`src/hw/rtl/rasq_pkg.sv`:
```
// Package for the range-add / range-sum query engine.
// Holds table size, field widths, item codes, payload structs and clip_dist.
// No dependencies; every other file in hw/rtl imports it.
package rasq_pkg;

   localparam int MAX_UPDATES = 256;
   localparam int IDX_W = (MAX_UPDATES > 1) ? $clog2(MAX_UPDATES) : 1;
   localparam int CNT_W = $clog2(MAX_UPDATES + 1);
   localparam int KIND_W = 2;
   localparam int POS_W = 30;
   localparam int AMT_W = 32;
   localparam int DIFF_W = 32;
   localparam int SUM_W = 64;

   localparam logic [KIND_W-1:0] KIND_ADD   = 2'd0;
   localparam logic [KIND_W-1:0] KIND_QUERY = 2'd1;
   localparam logic [KIND_W-1:0] KIND_CLEAR = 2'd2;

   typedef struct packed {
      logic [KIND_W-1:0]       kind;
      logic [POS_W-1:0]        left_pos;
      logic [POS_W-1:0]        right_pos;
      logic signed [AMT_W-1:0] amount;
   } req_type;

   typedef struct packed {
      logic signed [SUM_W-1:0] range_sum;
      logic                    dropped;
   } rsp_type;

   // An item travelling down the cell row. For an update, tag is the slot it
   // lands in; for a query, tag is the number of updates it must see.
   typedef struct packed {
      logic                    vld;
      logic [KIND_W-1:0]       kind;
      logic [CNT_W-1:0]        tag;
      logic [POS_W-1:0]        left_pos;
      logic [POS_W-1:0]        right_pos;
      logic signed [AMT_W-1:0] amount;
      logic                    dropped;
      logic [SUM_W-1:0]        acc;
      logic [SUM_W-1:0]        prod;
   } item_type;

   // Distance by which x lies past a span edge, or zero.
   function automatic logic [POS_W-1:0] clip_dist(input logic [POS_W-1:0] x,
                                                  input logic [POS_W-1:0] edge_pos);
      logic [POS_W-1:0] gap;
      gap = (x > edge_pos) ? (x - edge_pos) : '0;
      return gap;
   endfunction

endpackage

```
`src/hw/rtl/rasq_tail.sv`:
```
// Output stage of the cell row: folds in the last partial product and holds
// the query result until it is taken. Depends on rasq_pkg.
module rasq_tail (
   input  logic               clock,
   input  logic               reset,
   input  rasq_pkg::item_type item_i,
   output logic               advance,
   output logic               rsp_valid,
   input  logic               rsp_ready,
   output rasq_pkg::rsp_type  rsp_data
);
   import rasq_pkg::*;

   logic    rsp_valid_ff;
   logic    rsp_valid_in;
   rsp_type rsp_data_ff;
   rsp_type rsp_data_in;

   always_comb begin
      advance                = !rsp_valid_ff || rsp_ready;
      rsp_valid_in           = item_i.vld && (item_i.kind == KIND_QUERY);
      rsp_data_in.range_sum  = $signed(item_i.acc + item_i.prod);
      rsp_data_in.dropped    = item_i.dropped;
   end

   always_ff @(posedge clock) begin
      if (reset) begin
         rsp_valid_ff <= 1'b0;
      end else if (advance) begin
         rsp_valid_ff <= rsp_valid_in;
      end
   end

   always_ff @(posedge clock) begin
      if (advance && rsp_valid_in) begin
         rsp_data_ff <= rsp_data_in;
      end
   end

   assign rsp_valid = rsp_valid_ff;
   assign rsp_data  = rsp_data_ff;

endmodule

```
`config.mk`:
```
export PLATFORM = sky130hd
export DESIGN_NAME = rasq_tail
export DESIGN_NICKNAME = d
export VERILOG_FILES = /design/src/hw/rtl/rasq_pkg.sv /design/src/hw/rtl/rasq_tail.sv
export SDC_FILE = /design/constraint.sdc
export NUM_CORES = 1
export LEC_CHECK = 0
export BUFFER_PORTS_ARGS = -buffer_cell sky130_fd_sc_hd__clkbuf_2
export CORE_AREA = 4 4 116 118
export DETAILED_ROUTE_END_ITERATION = 6
export DIE_AREA = 0 0 120 122
export GPL_ROUTABILITY_DRIVEN = 0
export PLACE_DENSITY_LB_ADDON = 0.3
export SYNTH_ARGS = -nofsm -noshare
export SYNTH_HDL_FRONTEND = slang
export SYNTH_SLANG_ARGS = --single-unit
```
`constraint.sdc`:
```
create_clock -name clock -period 8.4 [get_ports clock]
set_input_delay 0.84 -clock clock [delete_from_list [all_inputs] [get_ports clock]]
set_output_delay 0.84 -clock clock [all_outputs]
set_load 0.05 [all_outputs]
```
## Word-level counts from Yosys, hierarchy flattened

Cells that the tools add are included.

- Flip-flop bits (word level): 66
- Output and inout port bits: 67
- Word-level logic and storage cells: 9

- $add $sub $neg: 1
- Equal/unequal tests: 1
- Reduce and logical (&&, ||, !) cells: 4

Operators with widths:

| operator | count |
|---|---|
| 64-bit adder | 1 |
| 2-bit by 1-bit == test with 1-bit output (second input constant) | 1 |
| 1-bit logical AND | 2 |
| 1-bit logical NOT | 1 |
| 1-bit logical OR | 1 |

## Logic depth before layout (Yosys ltp)

- Depth after elaboration: 3
- Mapped depth: 12
- Depth with buffers taken out: 11

## Worst setup path before layout

OpenSTA, ideal clock, no wires.

- Kind: input -> register
- From: in rsp_ready
- To: reg rsp_data_ff, in the netlist rsp_data[0] (enable)
- Library setup time: 0.496 ns
- Arrival time: 4.265 ns
- Required time: 7.904 ns
- Path slack: 3.639 ns
- Stages: 2
- Path buffers: 0
- Cell sequence: nand2b_1 nor2b_1

- Word-level cells in the longest chain between the ends: 2

Ends and longest elaborated chain:

| item | RTL line | text |
|---|---|---|
| start: declaration | rasq_tail.sv:9 | `input logic rsp_ready,` |
| 1-bit logical OR | rasq_tail.sv:20 | `advance = !rsp_valid_ff \|\| rsp_ready;` |
| 1-bit logical AND | rasq_tail.sv:35 | `if (advance && rsp_valid_in) begin` |
| end signal: assignment | rasq_tail.sv:36 | `rsp_data_ff <= rsp_data_in;` |
| end: declaration | rasq_tail.sv:16 | `rsp_type rsp_data_ff;` |

Every way passes these cells.
A chain may end at the register's enable or synchronous reset.

==> metrics.cfg <==
[worst_setup_path]
path_cells = clkbuf_2 -> ha_1 -> fa_1 -> a21oi_1 -> nor2_1 -> nor4_2 -> nor2_1 -> a21oi_2 -> a21oi_2 -> a211oi_2 -> o21bai_1 -> xor2_1
critical-path-max-stage-delay_ns = 0.43
crit_buf_inv = 1
regToRegSetupSlack_ns = 6.78
r2r-start = rsp_valid
crit_type = input pin to flop
start_kind = input pin
cp_max_fo = 4
crit_path_start = item_i[0]
slowest_stage = nor4_2
cp_data_required_time_ns = 8.48
critPathArrivalTime_ns = 3.70
cp-end-kind = flop
cpLargestDelayFamily = compound AO/OA/AOI/OAI gates

[power_and_ir_drop]
p_total_mw = 1.258
irDropWorstVdd_mv = 0.08775
p_per_area_nw_per_um2 = 171.6
cellLeakagePower_nw = 3.319

[grt]
gr-total-overflow = 0
grt_max_degree = 66
grt_pass1_vias = 5449
grt_usage = 0.2242
grt_pass1_wl_um = 26340
antenna_found_initial = 0

[placed_design]
hpwl_um = 13570
placed_area_um2 = 7012
port_buffers = 201
placed_cells = 986

[timing]
clock.fmax_mhz = 276.3
rsz0062_at_grt = false
finalClockSkew_ns = 0.009942
setup_viol = 0
fin_crit_sh = 0.4309
slew-limit-headroom = 0.4301
worst_slew_pin_slew_ns = 0.8548
drv_slew = 0
fin_setup_tns_ns = 0
hold_viol_final = 0
period_minus_slack_ns = 3.620

[floorplanning]
core-area_um2 = 12470
io_pins = 303
fp-row-count = 41
fp.dieArea_um2 = 14640
die_w_um = 120
start_util = 0.4739
die_h_um = 122

[outcome]
status = finished, final reports clean

[flow_run]
maxCapViolations = 0

[clocking]
post_cts_buffers = 0
insertion_delay_ns = 0.34
cts_resized = 0
cts_tree = yes
clk_pin_slew_ns = 0.06
clockBufferDepth = 2
cts-hold-fix-buffers = 0
root_buffer = clkbuf_16
clock_sinks = 66
cts_buffers = 9
htree_levels = 3

[synth]
synth_edf_count = 65
synth-seq-cells = 66
synth_nets = 935
syn_area_um2 = 5907
yosysSeqAreaShare = 0.3338
synth_cells = 635
synthDistinctLibCells = 79
avgSynthCellArea_um2 = 9.302
yosysWarningCount = 0
async_flop_share = 0
synthFlopType = edfxtp_1

[routing]
drt-total-wl_um = 16930
remaining_drc_errors = 0
drtAntennaViolNets = 0
num_vias = 5682
vias_per_cell = 5.671
routedWlPerCell_um = 16.90
drt_iter0_markers = 449
first_pass_iters = 5

[finish]
design_area_um2 = 7332
fin_cells = 1002
area_growth_syn_to_layout_pct = 24.13
seqCellArea_um2 = 1972
nets = 1125
finish.utilization = 0.5882
layout-drive-gt1-share = 0.3012
diodes = 0
nFillCells = 1078
multi_input_area_um2 = 3751

[hold_path]
worstHoldStart = rsp_valid
hold_path.class = flop to flop

-- worst reg2reg max path, cell delays in order (launching register included) --
cell	delay, ns
dfxtp_1	0.30
nand2b_1	0.11
nor2b_4	0.14
buf_4	0.66
-- layer usage --
| layer | wire (um) | global-route usage |
|---|---|---|
| met1 | 7452 | 0.3035 |
| met3 | 1612 | 0.04271 |
| met2 | 7638 | 0.3639 |
| met5 | 0 | 0 |
| met4 | 231 | 0.07158 |
-- logic make-up after synthesis --
group                    count (synthesis)  share of synthesized area
AO/OA/AOI/OAI                          221                     0.2491
XOR/XNOR                                59                    0.08748
adder cells (fa/ha/maj)                 64                     0.1368
buffers and inverters                   39                    0.03241
flip-flops                              66                     0.3338
AND/OR/NAND/NOR                        186                     0.1603
-- synth_stat cells (all sizes together) (10+ instances only) --
cell / instances / area, um^2
nand4: 15 / 93.84
ha: 63 / 788.3
nand3: 20 / 112.6
nor2: 48 / 180.2
o21ai: 44 / 242.7
a21o: 35 / 266.5
edfxtp: 65 / 1952
xor2: 24 / 210.2
nand2: 51 / 191.4
a21oi: 82 / 432.9
xnor2: 35 / 306.5
buf: 13 / 93.84
inv: 16 / 60.06
o21bai: 14 / 105.1
clkbuf: 10 / 37.54
-- where the power goes --
group / internal (mW) / total (mW) / switching (mW)
registers: 0.397 / 0.402 / 0.00470
logic: 0.166 / 0.443 / 0.277
clock network: 0.267 / 0.412 / 0.145
-- through the flow --
step | worst slack (ns) | hold slack, ns
final | 4.780 | 0.5262
after detailed placement | 4.492 | 0.5171
after global routing | 4.625 | 0.5588
after floorplan | 3.639 | 0.9091
after CTS | 4.831 | 0.5244
after global placement | 4.494 | 0.4975
-- flip-flops by register name, indices dropped and copies added (netlist names) --
| name | count |
|---|---|
| rsp_valid | 1 |
| rsp_data | 65 |
-- layout by cell type (no fill, tap or decap), types with 4 or more instances in the layout --
master,count
a21o_1,32
a21oi_1,78
a31oi_1,6
and3_1,6
clkbuf_16,9
clkbuf_2,201
edfxtp_1,65
ha_1,63
inv_1,16
nand2_1,51
nand3_1,19
nand4_1,15
nor2_1,48
nor2b_1,7
nor3_1,7
o21a_1,4
o21ai_0,29
o21ai_1,11
o21bai_1,14
xnor2_1,35
xor2_1,24
-- path summary, 6_finish.rpt --
path	end	cells after the start
worst max-delay path	rsp_data[49]	12
worst min-delay path	rsp_valid	2
worst max register to register	rsp_data[10]	3
worst min register to register	rsp_valid	2
-- layout make-up --
| class | instances | area share |
|---|---|---|
| Timing Repair Buffer | 202 | 0.1382 |
| Clock inverter | 5 | 0.01058 |
| Sequential cell | 66 | 0.2689 |
| Tap cell | 172 | 0.02935 |
| Multi-Input combinational cell | 530 | 0.5116 |
| Inverter | 16 | 0.008191 |
| Clock buffer | 11 | 0.03311 |
(Power assumes the default switching activity.)
