`config.mk`:
```
export PLATFORM = sky130hd
export DESIGN_NAME = rasq_cell
export DESIGN_NICKNAME = d
export VERILOG_FILES = /design/src/hw/rtl/rasq_pkg.sv /design/src/hw/rtl/rasq_cell.sv
export SDC_FILE = /design/constraint.sdc
export NUM_CORES = 2
export LEC_CHECK = 0
export ABC_AREA = 1
export BUFFER_PORTS_ARGS = -buffer_cell sky130_fd_sc_hd__buf_2
export CORE_MARGIN = 3
export CORE_UTILIZATION = 58
export CTS_BUF_LIST = sky130_fd_sc_hd__clkbuf_2 sky130_fd_sc_hd__clkbuf_4 sky130_fd_sc_hd__clkbuf_8
export CTS_CLUSTER_SIZE = 20
export DETAILED_ROUTE_END_ITERATION = 16
export HOLD_SLACK_MARGIN = 0.03
export PLACE_DENSITY = 0.79
export SYNTH_ARGS = -nofsm -noshare
export SYNTH_HDL_FRONTEND = slang
export SYNTH_SLANG_ARGS = --single-unit
```
`constraint.sdc`:
```
create_clock -name clock -period 15.43 [get_ports clock]
set_input_delay 3.086 -clock clock [delete_from_list [all_inputs] [get_ports clock]]
set_output_delay 3.086 -clock clock [all_outputs]
set_load 0.01 [all_outputs]
```
`src/hw/rtl/rasq_pkg.sv`:
```
// Package for the range-add / range-sum query engine.
// Holds table size, field widths, item codes, payload structs and clip_dist.
// No dependencies; every other file in hw/rtl imports it.
package rasq_pkg;

   localparam int MAX_UPDATES = 256;
   localparam int IDX_W = (MAX_UPDATES > 1) ? $clog2(MAX_UPDATES) : 1;
   localparam int CNT_W = $clog2(MAX_UPDATES + 1);
   localparam int KIND_W = 2;
   localparam int POS_W = 30;
   localparam int AMT_W = 32;
   localparam int DIFF_W = 32;
   localparam int SUM_W = 64;

   localparam logic [KIND_W-1:0] KIND_ADD   = 2'd0;
   localparam logic [KIND_W-1:0] KIND_QUERY = 2'd1;
   localparam logic [KIND_W-1:0] KIND_CLEAR = 2'd2;

   typedef struct packed {
      logic [KIND_W-1:0]       kind;
      logic [POS_W-1:0]        left_pos;
      logic [POS_W-1:0]        right_pos;
      logic signed [AMT_W-1:0] amount;
   } req_type;

   typedef struct packed {
      logic signed [SUM_W-1:0] range_sum;
      logic                    dropped;
   } rsp_type;

   // An item travelling down the cell row. For an update, tag is the slot it
   // lands in; for a query, tag is the number of updates it must see.
   typedef struct packed {
      logic                    vld;
      logic [KIND_W-1:0]       kind;
      logic [CNT_W-1:0]        tag;
      logic [POS_W-1:0]        left_pos;
      logic [POS_W-1:0]        right_pos;
      logic signed [AMT_W-1:0] amount;
      logic                    dropped;
      logic [SUM_W-1:0]        acc;
      logic [SUM_W-1:0]        prod;
   } item_type;

   // Distance by which x lies past a span edge, or zero.
   function automatic logic [POS_W-1:0] clip_dist(input logic [POS_W-1:0] x,
                                                  input logic [POS_W-1:0] edge_pos);
      logic [POS_W-1:0] gap;
      gap = (x > edge_pos) ? (x - edge_pos) : '0;
      return gap;
   endfunction

endpackage

```
`src/hw/rtl/rasq_cell.sv`:
```
// One cell of the update row: holds a single stored update and adds its
// share to each query whose tag exceeds cell_idx. Depends on rasq_pkg.
module rasq_cell (
   input  logic               clock,
   input  logic               reset,
   input  logic               advance,
   input  logic [rasq_pkg::IDX_W-1:0] cell_idx,
   input  rasq_pkg::item_type item_i,
   output rasq_pkg::item_type item_o
);
   import rasq_pkg::*;

   logic [POS_W-1:0]        start_ff;
   logic [POS_W-1:0]        end_ff;
   logic signed [AMT_W-1:0] amt_ff;

   item_type                item_ff;
   item_type                item_in;

   logic                    hit_add;
   logic                    use_entry;
   logic [POS_W-1:0]        rs_dist, re_dist, ls_dist, le_dist;
   logic signed [DIFF_W-1:0] span_diff;
   logic signed [SUM_W-1:0]  product;

   always_comb begin
      hit_add   = item_i.vld && (item_i.kind == KIND_ADD)
                  && (item_i.tag[IDX_W-1:0] == cell_idx);
      use_entry = item_i.vld && (item_i.kind == KIND_QUERY)
                  && (CNT_W'(cell_idx) < item_i.tag);

      rs_dist = clip_dist(item_i.right_pos, start_ff);
      re_dist = clip_dist(item_i.right_pos, end_ff);
      ls_dist = clip_dist(item_i.left_pos, start_ff);
      le_dist = clip_dist(item_i.left_pos, end_ff);
      // (P_r - P_l) weight of this update; always fits in 32 signed bits.
      span_diff = $signed(DIFF_W'(rs_dist) - DIFF_W'(re_dist)
                          - DIFF_W'(ls_dist) + DIFF_W'(le_dist));
      product   = SUM_W'(span_diff) * SUM_W'(amt_ff);

      item_in      = item_i;
      item_in.vld  = item_i.vld && !hit_add;
      item_in.acc  = item_i.acc + item_i.prod;
      item_in.prod = use_entry ? product : '0;
   end

   always_ff @(posedge clock) begin
      if (reset) begin
         item_ff.vld <= 1'b0;
      end else if (advance) begin
         item_ff.vld <= item_in.vld;
      end
      if (advance) begin
         item_ff.kind      <= item_in.kind;
         item_ff.tag       <= item_in.tag;
         item_ff.left_pos  <= item_in.left_pos;
         item_ff.right_pos <= item_in.right_pos;
         item_ff.amount    <= item_in.amount;
         item_ff.dropped   <= item_in.dropped;
         item_ff.acc       <= item_in.acc;
         item_ff.prod      <= item_in.prod;
         if (hit_add) begin
            start_ff <= item_i.left_pos;
            end_ff   <= item_i.right_pos;
            amt_ff   <= item_i.amount;
         end
      end
   end

   assign item_o = item_ff;

endmodule

```
After elaboration in Yosys (flattened, before gate mapping)

Cells that the tools add are included.

Input port bits: 244
Flip-flop bits (word level): 325
Output and inout bits: 233

Reduce and logical (&&, ||, !) cells: 8
Multiplexer cells: 4
Order comparisons: 5
Multiply operators: 1
Add/sub/neg operators: 8
Equal/unequal tests: 2

Operators by type and width:

| cell                 | number |
|---|---|
| $gt A30 B30 Y1       | 4 |
| $mux W30             | 4 |
| $sub A30 B30 Y30     | 4 |
| $add A64 B64 Y64     | 1 |
| $mul A32 B32 Y64     | 1 |
| $add A32 B30 Y32     | 1 |
| $sub A31 B31 Y32     | 1 |
| $sub A30 B30 Y31     | 1 |
| $lt A8 B9 Y1         | 1 |
| $eq A8 B8 Y1         | 1 |
| $logic_and A1 B1 Y1  | 5 |
| $eq A2 B1 Y1 const B | 1 |
| $logic_not A2 Y1     | 1 |
| $reduce_and A2 Y1    | 1 |
| $logic_not A1 Y1     | 1 |

Logic depth before layout (Yosys ltp)

Word-level depth: 6
Depth in mapped cells: 69
Gate-level depth less buffers: 68

Least setup slack after synthesis

No wires, ideal clock.

Path kind: input to register
Start: in item_i[161] (netlist name)
End: reg item_ff, in the netlist item_o[58] (data pin)
Setup slack: 0.549 ns
Buffers on the path: 2
Arrival: 14.627 ns
Required time: 15.175 ns
Stages: 55
Cell sequence: inv_1 -> ha_1 -> inv_1 -> fa_1 -> nand3_1 -> nand2_1 -> a21oi_1 -> o21ai_0 -> nand2_1 -> nand2_1 -> nand2_2 -> buf_2 -> nor2_1 -> ha_1 -> nand2_1 -> o21ai_0 -> nor2_1 -> o21ai_0 -> [... 19 more ...] -> fa_1 -> inv_1 -> fa_1 -> inv_1 -> fa_1 -> fa_1 -> fa_1 -> inv_1 -> fa_1 -> inv_1 -> ha_1 -> nand2_1 -> nor2_1 -> nand2_1 -> nor4_1 -> nand2_1 -> a21oi_1 -> nor2_1

Longest elaborated chain between the ends: 6
Elaborated cells between the ends (all ways): 10

RTL lines:

| element                                            | RTL line        | source |
|---|---|---|
| start: declaration                                 | rasq_cell.sv:8  | `input rasq_pkg::item_type item_i,` |
| $sub A30 B30 Y30 or $gt A30 B30 Y1 (tied branches) | rasq_pkg.sv:49  | `gap = (x > edge_pos) ? (x - edge_pos) : '0;` |
| $mux W30                                           | rasq_pkg.sv:49  |  |
| $sub A30 B30 Y31 *                                 | rasq_cell.sv:37 | `span_diff = $signed(DIFF_W'(rs_dist) - DIFF_W'(re_dist)` |
| $sub A31 B31 Y32 *                                 | rasq_cell.sv:38 | `- DIFF_W'(ls_dist) + DIFF_W'(le_dist));` |
| $add A32 B30 Y32 *                                 | rasq_cell.sv:38 |  |
| $mul A32 B32 Y64 *                                 | rasq_cell.sv:39 | `product = SUM_W'(span_diff) * SUM_W'(amt_ff);` |
| end: declaration                                   | rasq_cell.sv:17 | `item_type item_ff;` |

Every way passes the cells marked *; elsewhere a longest branch is shown, timed or not.
A chain may end at the register's enable or synchronous reset.

Final worst setup path

Start: in item_i[161] (netlist name)
End: reg item_ff, in the netlist item_o[40] (data pin)

Same word-level chain as after synthesis.

==> flow_metrics.tcl <==
set metrics [dict create \
    status "completed" \
    synth.area.top_cells "fa_1 (34%), edfxtp_1 (15%), nand2_1 (11%)" \
    grt_pass1_vias 64700 \
    syn2layout_area_growth_pct 15.4 \
    netlist_instances 8434 \
    path_class "in -> reg" \
    grtUsageTotal_pct 42.4 \
    detail_route.wl_per_cell_um 22.5 \
    yosysUniqueCellTypes 52 \
    dp_cells 10800 \
    met1_usage_pct 50.5 \
    core_um2 111000 \
    grt-ovfl-total 0 \
    die_area_um2 117000 \
    worst_pin_slew_ns 1.21 \
    grt_antenna_before_repair 11 \
    drc_errors 0 \
    ys_top_cells_by_count "nand2_1 (1910), inv_1 (1909), fa_1 (1118), nor2_1 (1023), ha_1 (437)" \
    final.setup.tns_ns 0 \
    timing.slew.headroom_pct 19.5 \
    drive_above_1_share_pct 14.2 \
    met2_usage_pct 66.8 \
    hp-class "reg -> reg" \
    cts_tree "done" \
    critPathSlowestCell "fa_2" \
    gp_congestion 1.15 \
    finalInstanceArea_um2 75400 \
    synth_ff_type "edfxtp_1" \
    cts_buffers 59 \
    htree_levels 2 \
    synthArstFlopShare_pct 0 \
    max_freq_ghz 0.0665 \
    post-synth-top-count-cell "nand2_1" \
    synth_fp_nets 10200 \
    drv_cap 0 \
    io_buffers 476 \
    routed_wirelength_um 246000 \
    cpMostUsedCell "nand2_1" \
    cp-end-kind "flop" \
    antenna_left 0 \
    clock_latency_ns 0.82 \
    grt_pass1_wl_um 373000 \
    clockBufferDepth 3 \
    crit_path_start_kind "input port" \
    clk_pin_slew_worst_paths_ns 0.07 \
    clock_sinks 325 \
    start_util_pct 58.7 \
    finalHoldViolCount 0 \
    critPathMaxStageDelay_ns 0.74 \
    yosysTopAreaCellShare_pct 34.3 \
    avgSynthCellArea_um2 7.75 \
    nets 11200 \
    netlist_area_um2 65300 \
    yosys.area.top_type "fa_1" \
    arrival_ns 15.64 \
    die_y_um 342 \
    cp_max_fo 11 \
    timing.final.crit_share_pct 97.5 \
    rows 122 \
    crit_required_ns 16.03 \
    grt.busiest_layer "met2" \
    synth_edf_count 324 \
    fin_cells 10900 \
    dr.pass1.iters 7 \
    drtIter0Drc 6243 \
    finalClockSkew_ns 0.0646 \
    setup_viol 0 \
    dpl-instance-area_um2 73700 \
    pin_count 477 \
    drv_slew 0 \
    holdWs_ns 0.592 \
    dp_hpwl_um 209000 \
    grt_use_met3_pct 11.3 \
    period_needed_ns 15.04 \
    via_per_inst 5.71 \
    ff2ff_setup_slack_ns 2.45 \
    synth_seq_cells 325 \
    ys_warn_count 0 \
    num_vias 62500 \
    grt_max_degree 61 \
    cts-root-buf "clkbuf_8" \
    yosysSeqAreaShare_pct 14.9 \
    die_w_um 342 \
]
-- final timing paths --
path,startpoint,to,cells after the start
worst max register to register,start_ff[7],item_o[40],55
worst max-delay path,item_i[161],item_o[40],62
worst min register to register,item_o[232],item_o[232],2
worst min-delay path,item_o[232],item_o[232],2
-- stage by stage --
| stage | worst slack, ns | utilization, % |
|---|---|---|
| after floorplan | 0.549 | - |
| after global placement | -0.563 | 66.2 |
| after detailed placement | -0.793 | 66.2 |
| after CTS | 0.148 | 67.4 |
| after global routing | -0.0649 | 67.7 |
| final | 0.393 | 67.7 |
-- what timing repair did --
item | 4_1_cts | 5_1_grt
endpoints found under the setup margin | 1 | 44
hold buffers | 0 | 0
pin swaps | 1 | 6
gates resized for setup | 0 | 93
setup buffers | 1 | 6
-- routing by layer --
layer / vias up / share of wire [%]
li1: 27500 / -
met5: - / 0.018
met1: 29800 / 35
met2: 3959 / 45
met4: 6 / 9.1
met3: 1204 / 11
-- cells in the final DEF, fill, tap and decap left out, types with 8 or more instances in the layout --
| cell type | synthesis | layout |
|---|---|---|
| fa_2 | 0 | 9 |
| or2_2 | 34 | 34 |
| inv_1 | 1909 | 1908 |
| nor2_2 | 4 | 16 |
| nand4_1 | 64 | 64 |
| a21oi_1 | 401 | 381 |
| ha_2 | 0 | 11 |
| nand2_2 | 11 | 14 |
| nor4_1 | 15 | 12 |
| o21bai_1 | 43 | 43 |
| buf_4 | 5 | 590 |
| nor2_1 | 1023 | 1008 |
| xor2_1 | 78 | 75 |
| o21ai_0 | 235 | 230 |
| nor3_1 | 59 | 56 |
| nand3_1 | 375 | 370 |
| edfxtp_1 | 324 | 324 |
| clkinv_2 | 0 | 11 |
| a21oi_2 | 1 | 21 |
| fa_1 | 1118 | 1109 |
| diode_2 | 0 | 8 |
| clkbuf_8 | 0 | 61 |
| buf_12 | 0 | 27 |
| inv_2 | 8 | 8 |
| xnor2_1 | 51 | 48 |
| a21boi_0 | 16 | 14 |
| clkinv_1 | 7 | 16 |
| buf_2 | 54 | 475 |
| o21a_1 | 21 | 21 |
| ha_1 | 437 | 421 |
| nand2_1 | 1910 | 1906 |
| nand3b_1 | 22 | 22 |
| clkbuf_4 | 0 | 13 |
| a21o_1 | 29 | 29 |
| nand3_2 | 3 | 8 |
-- critical path, delay by kind of cell --
family | cells | cell delay, ns
AO/OA/AOI/OAI | 10 | 1.85
XOR/XNOR | 2 | 0.32
adder cells (fa/ha/maj) | 14 | 6.54
buffers and inverters | 16 | 1.80
AND/OR/NAND/NOR | 20 | 2.01
-- cell families (layout without fill, tap and decap cells) --
group | count (synthesis) | count (layout) | synth area share (%)
and+or+nand+nor | 3540 | 3540 | 21.9
other | 0 | 8 | 0
xor gates and xnor gates | 134 | 134 | 1.85
adders and majority gates | 1555 | 1555 | 42.6
buffers and inverters | 2112 | 3126 | 12.3
AOI/OAI and AO/OA | 768 | 768 | 6.39
DFF | 325 | 325 | 14.9
-- cell type report --
| type | instances | area (µm²) |
|---|---|---|
| timing repair buffer | 1093 | 7360 |
| fill | 9452 | 35900 |
| inverter | 1924 | 7230 |
| sequential | 325 | 9750 |
| multi-input combinational | 5997 | 47900 |
| tap | 1488 | 1860 |
| clock inverter | 35 | 294 |
| clock buffer | 74 | 937 |
| antenna | 8 | 20.0 |
-- registers in the layout, summed over array words and instances (netlist names) --
register	cells
item_o	233
amt_ff	32
end_ff	30
start_ff	30
Power is not shown: default switching activity piles up to over one toggle a cycle in this logic, so the estimate is an artifact.
